==> config.mk <==
export PLATFORM = sky130hd
export DESIGN_NAME = multilevel_feedback_thread_scheduler
export DESIGN_NICKNAME = d
export VERILOG_FILES = /design/src/rtl/mfts_pkg.sv /design/src/rtl/mfts_ctrl.sv /design/src/rtl/mfts_dp.sv /design/src/rtl/multilevel_feedback_thread_scheduler.sv
export SDC_FILE = /design/constraint.sdc
export NUM_CORES = 2
export LEC_CHECK = 0
export BUFFER_PORTS_ARGS = -buffer_cell sky130_fd_sc_hd__clkbuf_2
export CORE_AREA = 10 10 445 447
export CTS_CLUSTER_DIAMETER = 120
export DETAILED_ROUTE_END_ITERATION = 6
export DIE_AREA = 0 0 455 457
export PLACE_DENSITY = 0.46
export SLEW_MARGIN = 5
export SYNTH_ARGS = -nofsm -noshare
export SYNTH_HDL_FRONTEND = slang
export SYNTH_SLANG_ARGS = --single-unit
==> constraint.sdc <==
create_clock -name clock -period 5.9 [get_ports clock]
set_input_delay 1.18 -clock clock [delete_from_list [all_inputs] [get_ports clock]]
set_output_delay 1.18 -clock clock [all_outputs]
set_load 0.05 [all_outputs]
==> src/rtl/mfts_pkg.sv <==
// shared types and constants of the multilevel feedback thread scheduler
package mfts_pkg;

   localparam int TID_W = 4;
   localparam logic [4:0] LIVE_MAX = 5'd31;

   localparam logic [2:0] OP_NEW     = 3'd0;
   localparam logic [2:0] OP_BLOCK   = 3'd1;
   localparam logic [2:0] OP_END     = 3'd2;
   localparam logic [2:0] OP_UNBLOCK = 3'd3;
   localparam logic [2:0] OP_TIMER   = 3'd4;

   typedef struct packed {
      logic [2:0]       opcode;
      logic [TID_W-1:0] thread_id;
      logic [3:0]       block_event;
   } req_type;

   typedef struct packed {
      logic             switched;
      logic [TID_W-1:0] previous_thread;
      logic [TID_W-1:0] next_thread;
      logic             fault;
   } rsp_type;

   typedef struct packed {
      logic load;
      logic scan_step;
      logic push_lvl;
      logic new_count;
      logic be;
      logic cur_from_f;
      logic push_rdy_t;
      logic sel_dst;
      logic sel_cur;
      logic pop_lvl;
      logic move;
      logic set_change;
      logic rdy_read;
      logic out_load;
   } cmd_type;

   typedef struct packed {
      logic [2:0] op;
      logic       scan_hit;
      logic       scan_last;
      logic       found;
      logic       live_nz;
   } stat_type;

   typedef enum logic [3:0] {
      ST_IDLE, ST_SCAN, ST_NEW, ST_BE, ST_UNB, ST_TMR, ST_DST, ST_PUSHL,
      ST_POP, ST_MOVE, ST_RSEL, ST_FIN
   } state_type;

endpackage

==> src/rtl/mfts_ctrl.sv <==
// sequencer that steps the scheduler datapath through one event
module mfts_ctrl import mfts_pkg::*; (
   input  logic     clock,
   input  logic     reset,
   input  logic     req_valid,
   input  req_type  req_data,
   output logic     req_stall,
   output logic     rsp_valid,
   input  logic     rsp_stall,
   input  stat_type stat,
   output cmd_type  cmd
);

   state_type state_ff, state_in;
   logic      rsp_valid_ff, rsp_valid_in;
   logic      out_free;

   always_ff @(posedge clock) begin
      if (reset) begin
         state_ff     <= ST_IDLE;
         rsp_valid_ff <= 1'b0;
      end else begin
         state_ff     <= state_in;
         rsp_valid_ff <= rsp_valid_in;
      end
   end

   assign out_free  = !rsp_valid_ff || !rsp_stall;
   assign req_stall = (state_ff != ST_IDLE);
   assign rsp_valid = rsp_valid_ff;

   always_comb begin
      state_in     = state_ff;
      cmd          = '0;
      rsp_valid_in = (rsp_valid_ff && !rsp_stall) ? 1'b0 : rsp_valid_ff;
      case (state_ff)
         ST_IDLE: begin
            if (req_valid) begin
               cmd.load = 1'b1;
               case (req_data.opcode)
                  OP_NEW: state_in = ST_NEW;
                  OP_BLOCK, OP_END, OP_UNBLOCK, OP_TIMER: state_in = ST_SCAN;
                  default: state_in = ST_RSEL;
               endcase
            end
         end
         ST_SCAN: begin
            cmd.scan_step = 1'b1;
            if (stat.scan_hit || stat.scan_last) begin
               case (stat.op)
                  OP_BLOCK, OP_END: state_in = ST_BE;
                  OP_UNBLOCK: state_in = ST_UNB;
                  default: state_in = ST_TMR;
               endcase
            end
         end
         ST_NEW: begin
            cmd.push_lvl  = 1'b1;
            cmd.new_count = 1'b1;
            state_in      = ST_RSEL;
         end
         ST_BE: begin
            cmd.be   = 1'b1;
            state_in = stat.found ? ST_POP : ST_RSEL;
         end
         ST_UNB: begin
            cmd.push_rdy_t = 1'b1;
            cmd.cur_from_f = 1'b1;
            state_in       = ST_DST;
         end
         ST_TMR: begin
            if (stat.live_nz) begin
               cmd.cur_from_f = 1'b1;
               cmd.set_change = 1'b1;
               state_in       = ST_DST;
            end else begin
               state_in = ST_RSEL;
            end
         end
         ST_DST: begin
            cmd.sel_dst = 1'b1;
            state_in    = ST_PUSHL;
         end
         ST_PUSHL: begin
            cmd.push_lvl = 1'b1;
            if (stat.op == OP_TIMER) begin
               cmd.sel_cur = 1'b1;
               state_in    = ST_POP;
            end else begin
               state_in = ST_RSEL;
            end
         end
         ST_POP: begin
            cmd.pop_lvl = 1'b1;
            state_in    = ST_MOVE;
         end
         ST_MOVE: begin
            cmd.move = 1'b1;
            state_in = ST_RSEL;
         end
         ST_RSEL: begin
            cmd.rdy_read = 1'b1;
            state_in     = ST_FIN;
         end
         ST_FIN: begin
            if (out_free) begin
               cmd.out_load = 1'b1;
               rsp_valid_in = 1'b1;
               state_in     = ST_IDLE;
            end
         end
         default: state_in = ST_IDLE;
      endcase
   end

endmodule

==> src/rtl/mfts_dp.sv <==
// scheduler datapath: level and ready queues, counters and result register
module mfts_dp import mfts_pkg::*; #(
   parameter int MAX_THREADS = 16,
   parameter int LEVELS      = 20
) (
   input  logic     clock,
   input  logic     reset,
   input  req_type  req_data,
   input  cmd_type  cmd,
   output stat_type stat,
   output rsp_type  rsp_data
);

   localparam int HW = $clog2(MAX_THREADS);
   localparam int FW = $clog2(MAX_THREADS + 1);
   localparam int LW = $clog2(LEVELS);
   localparam int AW = $clog2(LEVELS * MAX_THREADS);
   localparam logic [FW-1:0] FULL = FW'(MAX_THREADS);
   localparam logic [LW-1:0] LAST = LW'(LEVELS - 1);

   function automatic logic [HW-1:0] wrap(input logic [HW-1:0] h, input logic [FW-1:0] n);
      logic [FW:0] s;
      s = {{(FW + 1 - HW){1'b0}}, h} + {1'b0, n};
      if (s >= (FW + 1)'(MAX_THREADS)) s = s - (FW + 1)'(MAX_THREADS);
      return s[HW-1:0];
   endfunction

   function automatic logic [AW-1:0] laddr(input logic [LW-1:0] l, input logic [HW-1:0] i);
      return AW'(int'(l) * MAX_THREADS + int'(i));
   endfunction

   logic [2:0]       op_ff, op_in;
   logic [TID_W-1:0] tid_ff, tid_in;
   logic [HW-1:0]    lvl_head_ff [LEVELS];
   logic [HW-1:0]    lvl_head_in [LEVELS];
   logic [FW-1:0]    lvl_fill_ff [LEVELS];
   logic [FW-1:0]    lvl_fill_in [LEVELS];
   logic [HW-1:0]    rdy_head_ff, rdy_head_in;
   logic [FW-1:0]    rdy_fill_ff, rdy_fill_in;
   logic [LW-1:0]    cur_ff, cur_in, sel_ff, sel_in, idx_ff, idx_in, f_ff, f_in;
   logic             found_ff, found_in, fault_ff, fault_in, change_ff, change_in;
   logic             sw_ff, sw_in, pend_ff, pend_in, started_ff, started_in;
   logic [4:0]       live_ff, live_in;
   logic [TID_W-1:0] run_ff, run_in;
   rsp_type          rsp_ff, rsp_in;

   logic [TID_W-1:0] lvl_mem [LEVELS * MAX_THREADS];
   logic [TID_W-1:0] rdy_mem [MAX_THREADS];
   logic             lvl_we, lvl_re, rdy_we, rdy_re;
   logic [AW-1:0]    lvl_waddr, lvl_raddr;
   logic [HW-1:0]    rdy_waddr, rdy_raddr;
   logic [TID_W-1:0] lvl_wdata, rdy_wdata, lvl_rdata_ff, rdy_rdata_ff;

   always_ff @(posedge clock) begin
      if (lvl_we) lvl_mem[lvl_waddr] <= lvl_wdata;
      if (lvl_re) lvl_rdata_ff <= lvl_mem[lvl_raddr];
      if (rdy_we) rdy_mem[rdy_waddr] <= rdy_wdata;
      if (rdy_re) rdy_rdata_ff <= rdy_mem[rdy_raddr];
   end

   always_ff @(posedge clock) begin
      op_ff  <= op_in;
      tid_ff <= tid_in;
      rsp_ff <= rsp_in;
      sel_ff <= sel_in;
      idx_ff <= idx_in;
      f_ff   <= f_in;
      if (reset) begin
         for (int i = 0; i < LEVELS; i++) begin
            lvl_head_ff[i] <= '0;
            lvl_fill_ff[i] <= '0;
         end
         rdy_head_ff <= '0;
         rdy_fill_ff <= '0;
         cur_ff      <= '0;
         found_ff    <= 1'b0;
         fault_ff    <= 1'b0;
         change_ff   <= 1'b0;
         sw_ff       <= 1'b0;
         pend_ff     <= 1'b0;
         started_ff  <= 1'b0;
         live_ff     <= '0;
         run_ff      <= '0;
      end else begin
         lvl_head_ff <= lvl_head_in;
         lvl_fill_ff <= lvl_fill_in;
         rdy_head_ff <= rdy_head_in;
         rdy_fill_ff <= rdy_fill_in;
         cur_ff      <= cur_in;
         found_ff    <= found_in;
         fault_ff    <= fault_in;
         change_ff   <= change_in;
         sw_ff       <= sw_in;
         pend_ff     <= pend_in;
         started_ff  <= started_in;
         live_ff     <= live_in;
         run_ff      <= run_in;
      end
   end

   always_comb begin
      op_in       = op_ff;
      tid_in      = tid_ff;
      lvl_head_in = lvl_head_ff;
      lvl_fill_in = lvl_fill_ff;
      rdy_head_in = rdy_head_ff;
      rdy_fill_in = rdy_fill_ff;
      cur_in      = cur_ff;
      sel_in      = sel_ff;
      idx_in      = idx_ff;
      f_in        = f_ff;
      found_in    = found_ff;
      fault_in    = fault_ff;
      change_in   = change_ff;
      sw_in       = sw_ff;
      pend_in     = pend_ff;
      started_in  = started_ff;
      live_in     = live_ff;
      run_in      = run_ff;
      rsp_in      = rsp_ff;
      lvl_we      = 1'b0;
      lvl_re      = 1'b0;
      rdy_we      = 1'b0;
      rdy_re      = 1'b0;
      lvl_waddr   = '0;
      lvl_raddr   = '0;
      rdy_waddr   = '0;
      rdy_raddr   = '0;
      lvl_wdata   = tid_ff;
      rdy_wdata   = tid_ff;

      if (cmd.load) begin
         op_in     = req_data.opcode;
         tid_in    = req_data.thread_id;
         fault_in  = 1'b0;
         change_in = 1'b0;
         sw_in     = 1'b0;
         found_in  = 1'b0;
         pend_in   = 1'b0;
         idx_in    = '0;
         sel_in    = '0;
      end
      if (cmd.scan_step) begin
         if (lvl_fill_ff[idx_ff] != '0) begin
            found_in = 1'b1;
            f_in     = idx_ff;
         end else if (idx_ff != LAST) begin
            idx_in = idx_ff + LW'(1);
         end
      end
      if (cmd.push_lvl) begin
         if (lvl_fill_ff[sel_ff] >= FULL) begin
            fault_in = 1'b1;
         end else begin
            lvl_we              = 1'b1;
            lvl_waddr           = laddr(sel_ff, wrap(lvl_head_ff[sel_ff], lvl_fill_ff[sel_ff]));
            lvl_fill_in[sel_ff] = lvl_fill_ff[sel_ff] + FW'(1);
         end
      end
      if (cmd.new_count) begin
         if (!started_ff) started_in = 1'b1;
         else if (live_ff < LIVE_MAX) live_in = live_ff + 5'd1;
      end
      if (cmd.be) begin
         if (op_ff == OP_END && live_ff != '0) live_in = live_ff - 5'd1;
         if (found_ff) begin
            if (op_ff == OP_BLOCK) cur_in = f_ff;
            sel_in    = f_ff;
            change_in = 1'b1;
         end
      end
      if (cmd.cur_from_f && found_ff) cur_in = f_ff;
      if (cmd.push_rdy_t) begin
         if (rdy_fill_ff >= FULL) begin
            fault_in = 1'b1;
         end else begin
            rdy_we      = 1'b1;
            rdy_waddr   = wrap(rdy_head_ff, rdy_fill_ff);
            rdy_fill_in = rdy_fill_ff + FW'(1);
         end
      end
      if (cmd.sel_dst) sel_in = (cur_ff == LAST) ? LAST : cur_ff + LW'(1);
      if (cmd.sel_cur) sel_in = cur_ff;
      if (cmd.pop_lvl) begin
         if (rdy_fill_ff >= FULL || lvl_fill_ff[sel_ff] == '0) begin
            fault_in = 1'b1;
         end else begin
            lvl_re              = 1'b1;
            lvl_raddr           = laddr(sel_ff, lvl_head_ff[sel_ff]);
            lvl_head_in[sel_ff] = wrap(lvl_head_ff[sel_ff], FW'(1));
            lvl_fill_in[sel_ff] = lvl_fill_ff[sel_ff] - FW'(1);
            pend_in             = 1'b1;
         end
      end
      if (cmd.move && pend_ff) begin
         rdy_we      = 1'b1;
         rdy_waddr   = wrap(rdy_head_ff, rdy_fill_ff);
         rdy_wdata   = lvl_rdata_ff;
         rdy_fill_in = rdy_fill_ff + FW'(1);
         pend_in     = 1'b0;
      end
      if (cmd.set_change) change_in = 1'b1;
      if (cmd.rdy_read && change_ff && !fault_ff) begin
         if (rdy_fill_ff == '0) begin
            fault_in = 1'b1;
         end else begin
            rdy_re      = 1'b1;
            rdy_raddr   = rdy_head_ff;
            rdy_head_in = wrap(rdy_head_ff, FW'(1));
            rdy_fill_in = rdy_fill_ff - FW'(1);
            sw_in       = 1'b1;
         end
      end
      if (cmd.out_load) begin
         rsp_in.switched        = sw_ff;
         rsp_in.fault           = fault_ff;
         rsp_in.previous_thread = sw_ff ? run_ff : '0;
         rsp_in.next_thread     = sw_ff ? rdy_rdata_ff : '0;
         if (sw_ff) run_in = rdy_rdata_ff;
      end
   end

   assign stat.op        = op_ff;
   assign stat.scan_hit  = (lvl_fill_ff[idx_ff] != '0);
   assign stat.scan_last = (idx_ff == LAST);
   assign stat.found     = found_ff;
   assign stat.live_nz   = (live_ff != '0);
   assign rsp_data       = rsp_ff;

endmodule

==> src/rtl/multilevel_feedback_thread_scheduler.sv <==
// top level of the multilevel feedback thread scheduler
//
//   channel  direction  handshake                payload
//   req      in         req_valid / req_stall    req_data  (opcode, thread_id, block_event)
//   rsp      out        rsp_valid / rsp_stall    rsp_data  (switched, previous, next, fault)
//
// one event at a time; events other than new and unknown opcodes start with
// the level scan, one level a cycle, followed by queue memory accesses with
// registered reads
// synchronous reset empties all queues; no clearing pass is needed
// a stalled rsp beat holds; the next req beat is taken while it waits
module multilevel_feedback_thread_scheduler import mfts_pkg::*; #(
   parameter int MAX_THREADS = 16,
   parameter int LEVELS      = 20
) (
   input  logic    clock,
   input  logic    reset,
   input  logic    req_valid,
   output logic    req_stall,
   input  req_type req_data,
   output logic    rsp_valid,
   input  logic    rsp_stall,
   output rsp_type rsp_data
);

   cmd_type  cmd;
   stat_type stat;

   mfts_ctrl u_ctrl (
      .clock     (clock),
      .reset     (reset),
      .req_valid (req_valid),
      .req_data  (req_data),
      .req_stall (req_stall),
      .rsp_valid (rsp_valid),
      .rsp_stall (rsp_stall),
      .stat      (stat),
      .cmd       (cmd)
   );

   mfts_dp #(
      .MAX_THREADS (MAX_THREADS),
      .LEVELS      (LEVELS)
   ) u_dp (
      .clock    (clock),
      .reset    (reset),
      .req_data (req_data),
      .cmd      (cmd),
      .stat     (stat),
      .rsp_data (rsp_data)
   );

endmodule

; Yosys cells after proc, flatten, opt, wreduce, memory -nomap -nowiden
; Memory sizes are Yosys's and may differ from the RTL's. A register that Yosys moved wholly into a read port is not among the register bits.
; Cells that the tools add are included.
[totals]
latchBits = 0
output_inout_bits = 12
ramBits = 1344
in_bits = 15
register_bits = 246
rom_bits = 0
mem_count = 2
word_cells = 282
[mem_list]
columns = name, depth, word_bits, read_ports, rd_clocked_by_memory_dff, wr, line
row1 = u_dp.lvl_mem, 320, 4, 1, 1, 1, mfts_dp.sv:47  ; logic [TID_W-1:0] lvl_mem [LEVELS * MAX_THREADS];
row2 = u_dp.rdy_mem, 16, 4, 1, 1, 1, mfts_dp.sv:48  ; logic [TID_W-1:0] rdy_mem [MAX_THREADS];
[op_classes]
n_shift = 0
n_lt_le_gt_ge = 10
n_mux = 127
n_eq_ne = 25
reduce_logical = 34
n_div = 0
bitwise = 4
n_mul = 0
add_sub_neg = 18
[op_table]
columns = op, n
row1 = 2-to-1 mux 100 bit, 4
row2 = bitwise mux 100 bit, 2
row3 = 2-to-1 mux 5 bit, 29
row4 = 2-to-1 mux 4 bit, 21
row5 = bitwise mux 80 bit, 1
row6 = 2-to-1 mux 1 bit, 55
row7 = binary-select mux 5 bit (select 5 bit), 2
row8 = one-hot mux 4 bit (11 select lines), 1
row9 = 2-to-1 mux 9 bit, 4
row10 = "adder 5 x 1 -> 5 bit, second input constant", 5
row11 = demux 5 bit (select 5 bit), 1
row12 = binary-select mux 4 bit (select 5 bit), 1
row13 = demux 4 bit (select 5 bit), 1
row14 = ">= comparator 5 bit, second input constant", 4
row15 = adder 9 x 4 -> 9 bit, 2
row16 = "== test 4 x 3 -> 1 bit, second input constant", 4
row17 = "== test 4 bit, second input constant", 4
row18 = "subtractor 4 x 1 -> 4 bit, second input constant", 4
row19 = "subtractor 5 x 1 -> 5 bit, second input constant", 3
row20 = adder 4 x 5 -> 6 bit, 2
row21 = "== test 3 x 2 -> 1 bit, second input constant", 4
row22 = ">= comparator 6 x 5 -> 1 bit, second input constant", 2
row23 = ">= comparator 6 bit, second input constant", 2
row24 = inverter 5 -> 6 bit, 2
row25 = other kinds (29), 58

; Longest topological paths before layout
[logic_depth]
depth_word = 13
ltp_mapped = 25
ltp_nobuf = 15

; Cells and area by module
; A second synthesis with hierarchy kept.
[unflattened]
hier_cells = 5610
area_unflattened_um2 = 67945.2
[by_module_without_submodules]
columns = module, n_inst, area_each_um2, cells_per_inst, seq_area_each_um2
row1 = mfts_dp, 1, 67390.9, 5533, 45643.8
row2 = mfts_ctrl, 1, 554.3, 77, 100.1

; Worst setup path after synthesis
; OpenSTA, ideal clock, no wires.
[synth_path]
path_type = register -> register
start = reg u_dp.sel_ff[0]
end = reg u_dp.lvl_rdata_ff[0], read port of u_dp.lvl_mem, data pin
synth_period_minus_slack_ps = 5173
n_path_buf = 8
arrival_time_ps = 4898
stages_incl_launch_ff = 23
slack_ps = 727
required_time_ps = 5626
setup_ps = 274
path_cell_list = dfxtp_1 > buf_4 > buf_4 > buf_2 > mux4_2 > mux2i_1 > o21ai_0 > a21oi_1 > clkbuf_1 > ha_1 > inv_1 > or4_1 > buf_2 > o21ai_2 > buf_6 > buf_12 > buf_6 > mux2_1 > o211a_1 > a211oi_1 > o311ai_1 > o211ai_1 > o221ai_1
[synth_via]
elab_chain_len = 8
word_cells_on_any_way = 14
classes_between = add/sub (1) / mux (10) / bitwise (1) / reduce/logical (2)
[synth_rtl]
columns = element, line
row1 = start: declaration, mfts_dp.sv:40  ; logic [LW-1:0] cur_ff, cur_in, sel_ff, sel_in, idx_ff, idx_in, f_ff, f_in;
row2 = start signal: assignment, mfts_dp.sv:65  ; sel_ff <= sel_in;
row3 = "parallel branches: the longest is 8 deep, another holds adder 9 x 4 -> 9 bit", -
row4 = end: declaration, mfts_dp.sv:52  ; logic [TID_W-1:0] lvl_wdata, rdy_wdata, lvl_rdata_ff, rdy_rdata_ff;
; Parallel ways; which one is timed is not known. The select of a mux whose other input is x is not followed.
; A chain may end at the register's enable or synchronous reset.

; Worst setup path after layout
[layout_path]
start = reg u_dp.sel_ff[1]
end = reg u_dp.lvl_rdata_ff[1], read port of u_dp.lvl_mem, data pin
; Same word-level chain as after synthesis.

==> impl_results.md <==
* Vias at 46.63k
* Largest net degree at the start of global routing at 173
* First-pass GRT wire length at 336.4 mm
* DPL Wire Length at 146.2 mm
* Most frequent CP cell: buf_4
* GP Congestion at 0.8544
* Power Dens Cells at 357.8 nW/um^2
* Max incr delay on CP at 860 ps
* RSZ-0062 raised after global routing: no
* Worst Hold End: u_dp.lvl_head_ff[7]$_SDFFE_PP0P_
* Hold WC Path Type: flip-flop to flip-flop
* Routed Antenna Nets at 0
* R2r setup slk at 200 ps
* Synthesized Nets at 5,457
* # DRC at 0
* Most common cell after layout, fill and taps aside: edfxtp_1
* PortBufs at 22
* Area taken by multi-input logic gates at 19,780 sq um
* Synth warnings at 0
* Die span in x at 455 um
* CP Class: flip-flop to flip-flop
* Routed WL at 233.2 mm
* Post-Syn Area at 67,510 sq um
* Worst-path clk slew at 60 ps
* Sequential cell area at 45,750 sq um
* Post-synth EDFFs at 1,374
* WP depth at 15
* Worst-Skew Late Latency at 850 ps
* Antenna violations before repair at 12
* Clock Skew at 40.76 ps
* Core area at 189,200 sq um
* Critical path arrival at 6290 ps
* Worst Hold Launch: u_dp.lvl_head_ff[7]$_SDFFE_PP0P_
* Fmax at 175.5 MHz
* Leakage Power at 24.40 nW
* Number of global-route vias before repair at 45.59k
* Nets at 5,506
* Layout fillers at 17.81k
* Tightest Pin Transition at 1323 ps
* Setup crit start: u_dp.sel_ff[1]$_DFF_P_
* Cell Rows at 160
* Cts hold-fix bufs at 0
* Worst Path Required at 6500 ps
* Vias per Instance at 5.730
* Seq/Total Area, Yosys at 0.6776
* Synth-to-Final Area Change at 14.58%
* Slowest CP cell: a21oi_4
* H-tree Lvls at 4
* Maxcap violations at 0
* DR pass1 iterations at 6
* Clock Path Buffers at 3
* Period utilization at 0.9655
* Setup violators final at 0
* Share of cells above drive strength 1 at 0.1298
* Cells along the critical path: buf_4, mux2i_1, mux4_2, o211ai_4, nor4_4, a21oi_4, buf_4, buf_4, a31oi_1, o21ai_0, a41oi_1, o21ai_1, a2111oi_0, buf_4, a311o_1
* Worst r2r dst: u_dp.lvl_rdata_ff[1]$_DFFE_PP_
* Yosys reg bits at 1,598
* Kind of end point of the critical path: flip-flop
* Grt ovf at 0
* Hold Violations, Final at 0
* R2r worst-path depth at 15
* Async SR Flop Fraction at 0
* Syn avg cell area at 12.45 sq um
* Die area at 207,900 sq um
* Critical path buffer and inverter count at 4
* CTS tree: yes
* Clock buffer count from CTS at 177
* Fin cells at 8,138
* Gr usage total at 0.2186
* Setup TNS at 0 ps
* CP startpoint kind: flip-flop
* Worst vdd ir at 0.0003105 V
* Top delay family on crit path: compound AO/OA/AOI/OAI gates
* Initial core utilization at 0.3569
* Post-synth cell types at 99
* Slew margin rel. at 0.1178
* Slew Limit Fails at 0
* Post-synth top flop: edfxtp_1
* RR Startpoint: u_dp.sel_ff[1]$_DFF_P_
* DRT iter0 DRCs at 4,889
* Post-route minimum period at 5697 ps
* Root Driver: clkbuf_16
* Post-Syn Instances at 5,423
* DP Cell Count at 7,803
* CTS Sinks at 1,598
* Worst hold stages at 2
* Critical path fanouts, max at 27
* Commonest cells after routing, fill and taps aside: edfxtp_1 (1,374), nand2_1 (773), nor2_1 (568)
* Status: finished, final reports clean
* Die Span Y at 457 um
* Ports at 27
* WL/cell at 28.66 um
layout make-up:
cell class	instances	area share
inverter	31	0.001601
sequential	1598	0.5915
antenna	3	0.00009705
clock inverter	111	0.01317
multi-input combinational	3358	0.2557
clock buffer	220	0.06056
timing repair buffer	306	0.03683
tap	2511	0.04062
how the worst max path moves through the flow:
stage	end	slack, ps
2_1_floorplan	u_dp.lvl_rdata_ff[0]$_DFFE_PP_	730
3_3_place_gp	u_dp.lvl_rdata_ff[3]$_DFFE_PP_	80
3_5_place_dp	u_dp.lvl_rdata_ff[3]$_DFFE_PP_	40
4_1_cts	u_dp.lvl_rdata_ff[3]$_DFFE_PP_	20
5_1_grt	u_dp.lvl_rdata_ff[1]$_DFFE_PP_	0.9
6_report	u_dp.lvl_rdata_ff[1]$_DFFE_PP_	200
through the flow:
stage	total power [W]	hold WS (ps)	area (sq um)	worst slack, ps	utilization
after global placement	0.01694	439.4	71600	82.08	0.3785
after detailed placement	0.01696	444.9	71600	42.87	0.3785
after global routing	0.02854	465.1	77350	0.9139	0.4089
after floorplan	0.01532	406.4	67510	727.4	-
final	0.02768	453.2	77350	203.3	0.4089
after CTS	0.02788	452.0	77300	23.58	0.4086
sequential cells by signal, indices dropped and copies added, names as in the netlist, 3 cells and up:
signal             flops
u_dp.rsp_data         10
u_dp.lvl_mem        1280
u_dp.rdy_head_ff       4
u_dp.lvl_wdata         4
u_ctrl.state_ff        4
u_dp.rdy_fill_ff       5
u_dp.live_ff           5
u_dp.cur_ff            5
u_dp.rdy_rdata_ff      4
u_dp.idx_ff            5
u_dp.rdy_mem          64
u_dp.sel_ff            5
u_dp.lvl_head_ff      80
u_dp.op_ff             3
u_dp.lvl_rdata_ff      4
u_dp.f_ff              5
u_dp.lvl_fill_ff     100
u_dp.run_ff            4
layer usage:
metal  global-route usage  wire [um]
met1               0.3120     104100
met2               0.3424     107400
met3              0.03692      15500
met4              0.05979       6175
met5                    0         55
power breakdown:
group          leakage [nW]  switching, W  internal [W]  total [W]
sequential             14.1      0.000137        0.0129     0.0130
combinational          7.46       0.00288      0.000811    0.00369
clock                  2.78       0.00472       0.00623     0.0110
Yosys cell counts, types with 45 or more instances:
| master | n | area share |
|---|---|---|
| edfxtp_1 | 1374 | 0.61 |
| nand2_1 | 789 | 0.044 |
| nor2_1 | 570 | 0.032 |
| a21oi_1 | 306 | 0.023 |
| dfxtp_1 | 224 | 0.066 |
| clkbuf_1 | 211 | 0.012 |
| o21ai_0 | 181 | 0.013 |
| nand3_1 | 166 | 0.012 |
| o221ai_1 | 163 | 0.021 |
| a211oi_1 | 158 | 0.018 |
| buf_2 | 151 | 0.011 |
| a31oi_1 | 134 | 0.012 |
| mux2i_1 | 107 | 0.016 |
| nor3_1 | 88 | 0.0065 |
| o211ai_1 | 72 | 0.0080 |
| mux2_2 | 64 | 0.011 |
| and3_1 | 58 | 0.0054 |
| o22ai_1 | 58 | 0.0054 |
| or3_1 | 48 | 0.0044 |
| buf_4 | 45 | 0.0050 |
worst reg2reg max path, cell delays in order, from the launching register on:
cell,delay (ps)
dfxtp_4,650
buf_4,570
mux2i_1,240
mux4_2,520
o211ai_4,360
nor4_4,130
a21oi_4,860
buf_4,440
buf_4,290
a31oi_1,90
o21ai_0,210
a41oi_1,210
o21ai_1,240
a2111oi_0,130
buf_4,180
a311o_1,320
repair_timing:
action / CTS / global route
buffers inserted: 0 / 1
resized for setup: 0 / 7
endpoints found under the setup margin: 0 / 29
cells by family (layout without fill, tap and decap cells):
family / count (synthesis) / after routing / share of synthesized area
XOR/XNOR: 24 / 24 / 0.003114
flip-flops: 1598 / 1598 / 0.6776
other: 0 / 3 / 0
adder cells (fa/ha/maj): 19 / 19 / 0.003744
multiplexers: 204 / 204 / 0.03738
AO/OA/AOI/OAI: 1271 / 1271 / 0.1280
buffers and inverters: 467 / 668 / 0.03325
AND/OR/NAND/NOR: 1840 / 1840 / 0.1170
(Power assumes the default switching activity.)
